--- src/rtl/core/voxel_face_visibility_defines.svh ---
// Assertion macros shared by the voxel face visibility RTL.
`ifndef VOXEL_FACE_VISIBILITY_DEFINES_SVH
`define VOXEL_FACE_VISIBILITY_DEFINES_SVH

// Same-cycle implication, checked out of reset.
`define VFV_ASSERT_IMP(label, ante, cons, msg) \
	label: assert property (@(posedge clk) disable iff (!arst_n) (ante) |-> (cons)) \
		else $error(msg);

// Next-cycle implication, checked out of reset.
`define VFV_ASSERT_NEXT(label, ante, cons, msg) \
	label: assert property (@(posedge clk) disable iff (!arst_n) (ante) |=> (cons)) \
		else $error(msg);

`endif

--- src/rtl/core/vfv_pkg.sv ---
// Shared types and constants of the voxel face visibility block.
package vfv_pkg;

	localparam int COORD_W    = 4;
	localparam int ID_IN_W    = 8;
	localparam int DIR_W      = 3;
	localparam int ACT_W      = 2;
	localparam int CNT_W      = 3;
	localparam int NUM_FACES  = 6;
	localparam int IN_DATA_W  = 24;
	localparam int OUT_DATA_W = 24;

	// Item kinds
	localparam logic [ACT_W-1:0] ACT_WR_VOXEL = 2'd0;
	localparam logic [ACT_W-1:0] ACT_WR_OPQ   = 2'd1;
	localparam logic [ACT_W-1:0] ACT_SCAN     = 2'd2;

	// Face directions in test order
	localparam logic [DIR_W-1:0] FACE_BOTTOM = 3'd0;
	localparam logic [DIR_W-1:0] FACE_TOP    = 3'd1;
	localparam logic [DIR_W-1:0] FACE_LEFT   = 3'd2;
	localparam logic [DIR_W-1:0] FACE_RIGHT  = 3'd3;
	localparam logic [DIR_W-1:0] FACE_FRONT  = 3'd4;
	localparam logic [DIR_W-1:0] FACE_BACK   = 3'd5;

	// Neighbor sweep: six reads issued, then the lookup pipeline drains behind them
	localparam logic [CNT_W-1:0] NBR_ISSUE_END = 3'd6;
	localparam logic [CNT_W-1:0] NBR_DONE      = 3'd7;

	typedef enum logic [2:0] {
		ST_IDLE,
		ST_SELF,
		ST_NBR,
		ST_EMIT,
		ST_AIR
	} state_t;

	typedef struct packed {
		logic             accept;
		logic             take_self;
		logic             issue;
		logic [DIR_W-1:0] dir;
		logic             load_air;
		logic             load_face;
	} cmd_t;

	typedef struct packed {
		logic in_scan;
		logic self_air;
		logic mask_zero;
		logic last_face;
		logic out_free;
	} status_t;

endpackage

--- src/rtl/core/vfv_ctrl.sv ---
// Controller of the voxel face visibility block: sequences writes, scans and face output.
`include "voxel_face_visibility_defines.svh"

module vfv_ctrl (
	input  logic             clk,
	input  logic             arst_n,
	input  logic             in_valid,
	output logic             in_ready,
	output vfv_pkg::cmd_t    cmd,
	input  vfv_pkg::status_t st
);

	vfv_pkg::state_t state_q, state_d;
	logic [vfv_pkg::CNT_W-1:0] cnt_q, cnt_d;

	// State and sweep counter
	always_ff @(posedge clk or negedge arst_n) begin
		if (!arst_n) begin
			state_q <= vfv_pkg::ST_IDLE;
			cnt_q   <= '0;
		end else begin
			state_q <= state_d;
			cnt_q   <= cnt_d;
		end
	end

	// Next state and commands
	always_comb begin
		state_d  = state_q;
		cnt_d    = cnt_q;
		cmd      = '0;
		in_ready = 1'b0;
		cmd.dir  = cnt_q;
		case (state_q)
			vfv_pkg::ST_IDLE: begin
				in_ready   = 1'b1;
				cmd.accept = in_valid;
				if (in_valid && st.in_scan) begin
					state_d = vfv_pkg::ST_SELF;
				end
			end
			vfv_pkg::ST_SELF: begin
				cmd.take_self = 1'b1;
				cnt_d         = '0;
				state_d       = st.self_air ? vfv_pkg::ST_AIR : vfv_pkg::ST_NBR;
			end
			vfv_pkg::ST_NBR: begin
				cmd.issue = (cnt_q < vfv_pkg::NBR_ISSUE_END);
				cnt_d     = cnt_q + 1'b1;
				if (cnt_q == vfv_pkg::NBR_DONE) begin
					state_d = vfv_pkg::ST_EMIT;
				end
			end
			vfv_pkg::ST_EMIT: begin
				if (st.mask_zero) begin
					state_d = vfv_pkg::ST_IDLE;
				end else if (st.out_free) begin
					cmd.load_face = 1'b1;
					if (st.last_face) begin
						state_d = vfv_pkg::ST_IDLE;
					end
				end
			end
			vfv_pkg::ST_AIR: begin
				if (st.out_free) begin
					cmd.load_air = 1'b1;
					state_d      = vfv_pkg::ST_IDLE;
				end
			end
			default: begin
				state_d = vfv_pkg::ST_IDLE;
			end
		endcase
	end

	`VFV_ASSERT_IMP(a_load_when_free, cmd.load_air || cmd.load_face, st.out_free, "result loaded into a full output register")
	`VFV_ASSERT_NEXT(a_scan_reads_self, cmd.accept && st.in_scan, state_q == vfv_pkg::ST_SELF, "scan item did not start a self read")
	`VFV_ASSERT_IMP(a_no_accept_busy, cmd.issue || cmd.take_self, !in_ready, "input ready while a scan is at work")

endmodule

--- config.mk ---
export PLATFORM = sky130hd
export DESIGN_NAME = vfv_ctrl
export DESIGN_NICKNAME = d
export VERILOG_FILES = /design/src/rtl/core/vfv_pkg.sv /design/src/rtl/core/vfv_ctrl.sv
export VERILOG_INCLUDE_DIRS = /design/src /design/src/rtl/core
export SDC_FILE = /design/constraint.sdc
export NUM_CORES = 1
export LEC_CHECK = 0
export ABC_AREA = 1
export ABC_CLOCK_PERIOD_IN_PS = 1590
export BUFFER_PORTS_ARGS = -buffer_cell sky130_fd_sc_hd__buf_2
export CORE_AREA = 2 2 39 41
export CTS_CLUSTER_SIZE = 20
export DETAILED_ROUTE_END_ITERATION = 8
export DIE_AREA = 0 0 41 43
export PLACE_DENSITY = 0.54
export SYNTH_ARGS = -nofsm -noshare
export SYNTH_HDL_FRONTEND = slang
export SYNTH_SLANG_ARGS = --single-unit
--- constraint.sdc ---
create_clock -name clk -period 1.59 [get_ports clk]
set_clock_uncertainty 0.15 [all_clocks]
set_input_delay 0 -clock clk [delete_from_list [all_inputs] [get_ports clk]]
set_output_delay 0 -clock clk [all_outputs]
set_load 0.03 [all_outputs]
Yosys cells after proc, flatten, opt, wreduce, memory -nomap -nowiden
Cells that the tools add are included.
- reductions and logical operators: 4
- mux-type cells: 17
- magnitude comparators: 1
- equal/unequal tests: 10
- $add $sub $neg: 1
- operators by type and width (kind ; number):
    3-bit 2-to-1 mux ; 7
    3-bit case mux with 5 select lines ; 1
    1-bit 2-to-1 mux ; 8
    3-bit by 2-bit == test with 1-bit output, second input constant ; 2
    3-bit == test, second input constant ; 2
    2-bit inequality test, second input constant ; 3
    3-bit inequality test, second input constant ; 2
    3-bit case mux with 2 select lines ; 1
    5-bit AND reduction ; 1
    3-bit by 1-bit adder with 3-bit output, second input constant ; 1
    3-bit by 1-bit == test with 1-bit output, second input constant ; 1
    3-bit logical NOT ; 1
    3-bit less-than comparator, second input constant ; 1
    2-bit nonzero test ; 1
    1-bit logical AND ; 1
- bits of input ports: 8
- word-level logic and storage cells: 35
- register bits: 6
- output and inout port bits: 9

Logic depth before layout (Yosys ltp)
Gate-level depths: netlist of run 1.
- word-level depth: 4
- depth in mapped cells: 7
- depth with buffers taken out: 7

Least setup slack after synthesis of run 1
OpenSTA, ideal clock, no wires.
- path kind: register to register
- start point: register cnt_q[0] (netlist bit)
- end point: register state_q[1]
- arrival: 1.259 ns
- data required time: 1.319 ns
- period minus slack after synthesis: 1.530 ns
- slack: 0.060 ns
- buffers on the path: 0
- library setup time: 0.121 ns
- stages on the path, launching flop included: 8
- cell sequence: dfrtp_1 -> ha_1 -> ha_1 -> nand3b_1 -> nand2_1 -> nor2_2 -> nand2_1 -> nand2_1
- word-level cells in the longest chain between the ends: 3
- ends and longest elaborated chain (element ; line ; source):
    start, declared ; vfv_ctrl.sv:14 ; logic [vfv_pkg::CNT_W-1:0] cnt_q, cnt_d;
    start signal, assigned ; vfv_ctrl.sv:23 ; cnt_q <= cnt_d;
    3-bit == test ; vfv_ctrl.sv:50 ; if (cnt_q == vfv_pkg::NBR_DONE) begin
    2-bit inequality test (no line) ; - ;
    5-bit AND reduction (no line) ; - ;
    end signal, assigned ; vfv_ctrl.sv:19 ; state_q <= vfv_pkg::ST_IDLE;
    end signal, assigned ; vfv_ctrl.sv:22 ; state_q <= state_d;
    end, declared ; vfv_ctrl.sv:13 ; vfv_pkg::state_t state_q, state_d;
No other way between the ends.
A chain may end at the register's enable or synchronous reset.

Worst setup path in the final report of run 1
- start point: register state_q[1]
- end point: register state_q[0]
- word-level cells in the longest chain between the ends: 3
- elaborated cells on any way between the ends: 12
- those cells by class: eq/ne: 9; mux: 1; reduce/logical: 2
- ends and longest elaborated chain (element ; line ; source):
    3-bit by 2-bit == test with 1-bit output, or another cell as far along ; vfv_ctrl.sv:34 ; case (state_q)
    3-bit inequality test (no line) or 2-bit inequality test (tied branches) ; - ;
    5-bit AND reduction (no line) ; - ;
Several ways; a longest one is shown, not always the timed one.

==> run metrics, run 1 <==
Worst-Skew Late Latency 0.25 ns; Rel. slew slack 80.2%; fmax 648 MHz; Routed Antenna Nets 0; FF/Latch Area 151 um^2; Sink Count 6; Worst setup SP type flip-flop; final wirelength 905 um; Final period util 97.1%; Die X 41 um; count leader, synth nand2_1; Min-Delay Path Class in2reg; mapped cell area 385 um^2; largest fanout on the critical path 6; fin worst setup slack 0.0464 ns; GP Congestion 0.698; dominant cell type by area after synthesis dfrtp_1; worst slew pin tran 0.295 ns; DIE AREA 1760 um^2; first-pass GRT wire length 1450 um; Synth top cells by count nand2_1 (17), nand3_1 (7), dfrtp_1 (6); GR Util All Layers 12.5%; final cell count without fillers 95; P_leak 0.352 nW; CP Class reg2reg; CTS Buffer Depth 2; Power Total 1.06 mW; H-Tree Depth 1; Synth Warn # 0; Hold Path Origin st[4]; Multi-input gate area 225 um^2; standard-cell rows 14; iteration count of the initial detailed-routing pass 4; DP Worst Slack 0.150 ns; share of flip-flops with an asynchronous set or reset 100%; count of final hold-check violations 0; Yosys reg bits 6; initial antenna violation count 0; reg2reg start state_q[1]; RSZ-0062 raised after global routing yes; Period minus WS final 1.54 ns; status completed; Synth cell types 15; max cap viols 0; initial core utilization 27.8%; Via Count 419; die height 43 um; CP Capture Type flip-flop; Reg clk slew, reported paths 0.04 ns; number of CTS-inserted buffers 3; clk root buf clkbuf_4; fillers 157; vias in the first global route 376; Post-Synthesis Cells 52; Worst Path Required 1.57 ns; R2R cell count 5; io pins 17; GRT overflow 0; largest net degree at the start of global routing 8; Final HPWL DP 671 um; synthesized net count 62; Synth area leaders dfrtp_1 (39%), nand2_1 (17%), nand3_1 (9.1%); max-slew violation count 0; Max VDD drop 544 uV; number of port buffers 16; Post-synth EDFFs 0; ant diodes 0; Syn Area/Cell 7.41 um^2; dpl cells 84; WL/cell 9.53 um; RR Endpoint state_q[0]; residual DRC count 0; ys flop type dfrtp_1; PwrDens 1780 nW/um^2; worst hold stages 6; # nets final 91; Final setup viols 0; Yosys top cell area share 39.0%; Core ar. 1380 um^2; via/cell ratio 4.41; CTS tree yes; layout cells sized above 1 38.0%; Hold EP state_q[1]; Arr. time, crit path 1.52 ns; Reg2Reg Setup Slack 0.05 ns; initial DRC count 9; Seq/Total Area, Yosys 39.0%; synthesis-to-finish area growth 54.9%
## per-stage QoR
step	setup TNS, ns	hold slack [ns]	cell area [um^2]	utilization [%]
2_1_floorplan	0	-0.446	385	-
3_3_place_gp	0	-0.311	485	35.1
3_5_place_dp	0	-0.315	485	35.1
4_1_cts	0	0.0861	573	41.4
5_1_grt	-0.0158	0.138	597	43.1
6_report	0	0.0873	597	43.1
## cell families after synthesis
| family | synth area share, % |
|---|---|
| AND/OR/NAND/NOR | 41.9 |
| buffers and inverters | 5.84 |
| flip-flops | 39.0 |
| AO/OA/AOI/OAI | 6.82 |
| adder cells (fa/ha/maj) | 6.49 |
## worst max path at each step
stage | end | start | cells past startpoint | slack, ns
final | state_q[0] | state_q[1] | 5 | 0.05
after global routing | cmd[5] | state_q[2] | 4 | -0.02
after CTS | state_q[0] | state_q[1] | 5 | 0.03
after detailed placement | state_q[0] | cnt_q[0] | 7 | 0.15
after global placement | state_q[0] | cnt_q[0] | 7 | 0.15
after floorplan | state_q[1] | cnt_q[0] | 7 | 0.06
## flip-flops by register name (all words and copies together) (netlist names)
register and flops:
cnt_q 3, state_q 3
## layout by cell type, fill, tap and decap left out, drive strengths merged
cell	count
nand2	17
buf	18
nor2	8
clkbuf	3
nand3b	1
dlygate4sd3	6
o21bai	1
o21ai	2
ha	2
nand3	8
a21oi	1
inv	6
dfrtp	6
## per-layer routing
layer / part of all wire [%] / routed length [um] / global-route usage (%) / vias to the layer above
li1: - / - / - / 222
met1: 43 / 390 / 13.2 / 186
met2: 51 / 459 / 19.7 / 11
met3: 6.0 / 54 / 4.71 / 0
met4: 0 / 0 / 8.00 / 0
met5: 0 / 0 / 0 / -
## what timing repair did
action / in CTS / in global routing
endpoints found under the setup margin: 1 / 2
resized for setup: 1 / 3
pin swaps: 0 / 1
hold endpoints to repair: 9 / 0
setup buffers: 0 / 2
hold buffers: 6 / 0
## power by group
group          internal, mW  switching, mW
sequential            0.210         0.0716
combinational         0.230          0.409
clock                0.0856         0.0577
total                 0.525          0.538
## worst max-delay path, stage by stage, from the launching register on
cell           delay [ns]
dfrtp_2              0.44
inv_2                0.12
nor2_4               0.04
nand3_2              0.07
dlygate4sd3_1        0.56
nand2_1              0.06
## final cells by class
class / count / share of cell area (%)
clock buffer: 3 / 3.77
inverter: 6 / 3.77
multi-input combinational: 40 / 37.7
sequential: 6 / 25.4
tap: 16 / 3.35
timing repair buffer: 24 / 26.0
(Power assumes the default switching activity.)
==> run 2: changes to the inputs <==
--- a/config.mk
+++ b/config.mk
@@ -7,7 +7,7 @@
 export NUM_CORES = 1
 export LEC_CHECK = 0
 export ABC_AREA = 1
-export ABC_CLOCK_PERIOD_IN_PS = 1590
+export ABC_CLOCK_PERIOD_IN_PS = 1750
 export BUFFER_PORTS_ARGS = -buffer_cell sky130_fd_sc_hd__buf_2
 export CORE_AREA = 2 2 39 41
 export CTS_CLUSTER_SIZE = 20
==> constraint.sdc (replaced) <==
create_clock -name clk -period 1.75 [get_ports clk]
set_clock_uncertainty 0.15 [all_clocks]
set_input_delay 0 -clock clk [delete_from_list [all_inputs] [get_ports clk]]
set_output_delay 0 -clock clk [all_outputs]
set_load 0.03 [all_outputs]
==> run 2 against run 1 <==
Effect of this change: final cell count is 1.1% lower; register-to-register slack better by 0.05 ns; wire length is 1.2% lower; non-clock buffer count is 1 lower; final area is 2.3% lower; clock-buffer cell count stayed put; maximum frequency is 6.4% lower; via count is 2.9% lower.
==> run metrics, run 2 (synthesis results as in run 1) <==
status completed; Worst setup SP type flip-flop; ant diodes 0 (unchanged); Crit path max-delay family buffers and inverters; fillers 165 (+5.1%); utilization of the core after routing 42.1% (-0.99 points); CP Class reg2reg; Worst-Skew Late Latency 0.24 ns (about the same); iteration count of the initial detailed-routing pass 4 (unchanged); Die X 41 um (unchanged); worst slew pin tran 0.294 ns (-0.00159 ns); PwrDens 1570 nW/um^2 (-12%); commonest cells after routing, fill and taps aside buf_2 (16), nand2_1 (15), nand3_1 (7), dlygate4sd3_1 (7), dfrtp_1 (6); Final setup viols 0 (unchanged); Core ar. 1380 um^2 (unchanged); fin worst setup slack 0.101 ns (+0.0549 ns); die height 43 um (unchanged); Reg2Reg Setup Slack 0.10 ns (+0.05 ns); R2R cell count 6 (+1); final cell count without fillers 94 (-1.1%); reg2reg start state_q[2]; max cap viols 0 (unchanged); worst-path cell chain nor2_2 -> nand2_2 -> inv_1 -> nand2_1 -> nand2_1 -> dlygate4sd3_1; met1 usage 13.2% (unchanged); Sink Count 6 (unchanged); fin area 583 um^2 (-2.3%); clk root buf clkbuf_4; Worst Path Required 1.78 ns (+0.21 ns); vias in the first global route 394 (+4.8%); standard-cell rows 14 (unchanged); # nets final 90 (-1.1%); Setup crit start state_q[2]; worst setup path endpoint state_q[2]; DP Worst Slack 0.310 ns (+0.160 ns); CP dominant cell by count nand2_1; GP Congestion 0.698 (unchanged); via/cell ratio 4.33 (-1.8%); Setup Buffers After CTS 0 (unchanged); Period minus WS final 1.65 ns (+0.105 ns); GR peak layer met2; DIE AREA 1760 um^2 (unchanged); number of CTS-inserted buffers 3 (unchanged); largest fanout on the critical path 5 (-1); critical path depth in cells 6 (+1); routing usage on met3 4.71% (unchanged); GR Util All Layers 12.7% (+0.20 points); WL/cell 9.51 um (-0.16%); GRT overflow 0 (unchanged); Max VDD drop 540 uV (-0.70%); Routed Antenna Nets 0 (unchanged); RSZ-0062 raised after global routing yes; CP Capture Type flip-flop; dpl cells 84 (unchanged); initial antenna violation count 0 (unchanged); H-Tree Depth 1 (unchanged); DP Area 485 um^2 (unchanged); Rel. slew slack 80.3% (+0.11 points); synthesis-to-finish area growth 51.3%; final wirelength 894 um (-1.2%); top flop regs cnt_q (3), state_q (3); RR Endpoint state_q[2]; first-pass GRT wire length 1490 um (+2.8%); layout cells sized above 1 35.9% (-2.1 points); largest net degree at the start of global routing 8 (unchanged); max-slew violation count 0 (unchanged); initial core utilization 27.8% (unchanged); Arr. time, crit path 1.68 ns (+0.16 ns); residual DRC count 0 (unchanged); Final period util 94.2% (-2.9 points); slowest stage delay, CP 0.54 ns (-0.02 ns); CTS tree yes; initial DRC count 5 (-4); count of final hold-check violations 0 (unchanged); met2 Usage GRT 20.3% (+0.63 points); P_leak 0.349 nW (-0.81%); Via Count 407 (-2.9%); Reg clk slew, reported paths 0.04 ns (about the same); CP bufs+invs 2 (unchanged); io pins 17 (unchanged); most common cell after layout, fill and taps aside buf_2; Min-Delay Path Class in2reg; fmax 607 MHz (-6.4%); Final HPWL DP 671 um (unchanged); CTS Buffer Depth 2 (unchanged); number of port buffers 16 (unchanged); CP max-delay cell dlygate4sd3_1; Power Total 0.918 mW (-14%)
-- run 2: how the worst min path moves through the flow --
stage,from,to,slack [ns],cells after the start
2_1_floorplan,arst_n,cnt_q[0],-0.45,0
3_3_place_gp,arst_n,state_q[0],-0.31,1
3_5_place_dp,arst_n,state_q[0],-0.31,1
4_1_cts,st[4],state_q[1],0.09,6
5_1_grt,st[4],state_q[1],0.14,6
6_report,st[4],state_q[1],0.09,6
-- run 2: per-stage QoR --
step | setup TNS, ns | hold slack [ns]
floorplan | 0 | -0.446
global placement | 0 | -0.311
detailed placement | 0 | -0.315
CTS | 0 | 0.0861
global route | -0.00127 | 0.142
finish | 0 | 0.0854
-- run 2: layout make-up --
cell class	count	area [um^2]	area share, %
timing repair buffer	23	150	25.8
sequential	6	150	25.8
clock buffer	3	22.5	3.86
tap	16	20.0	3.43
multi-input combinational	40	218	37.3
inverter	6	22.5	3.86
-- run 2: routing by layer --
| layer | part of all wire, % | vias to the layer above |
|---|---|---|
| li1 | - | 220 |
| met1 | 44 | 176 |
| met2 | 50 | 11 |
| met3 | 6.3 | 0 |
| met4 | 0 | 0 |
| met5 | 0 | - |
-- run 2: repair_timing --
item,in CTS,in global routing
setup endpoints to repair,0,2
gates resized for setup,0,2
endpoints found under the hold margin,9,0
hold buffers,7,0
-- run 2: where the power goes --
group / leakage (nW) / total [mW] / switching (mW) / internal [mW]
Clock: 0.0138 / 0.130 / 0.0520 / 0.0777
Sequential: 0.0794 / 0.244 / 0.0548 / 0.189
Combinational: 0.256 / 0.544 / 0.366 / 0.178
Total: 0.349 / 0.918 / 0.473 / 0.445
-- run 2: worst register-to-register path, cell delays in order (launching register included) --
cell	delay [ns]
dfrtp_1	0.41
nor2_2	0.19
nand2_2	0.12
inv_1	0.09
nand2_1	0.05
nand2_1	0.05
dlygate4sd3_1	0.54
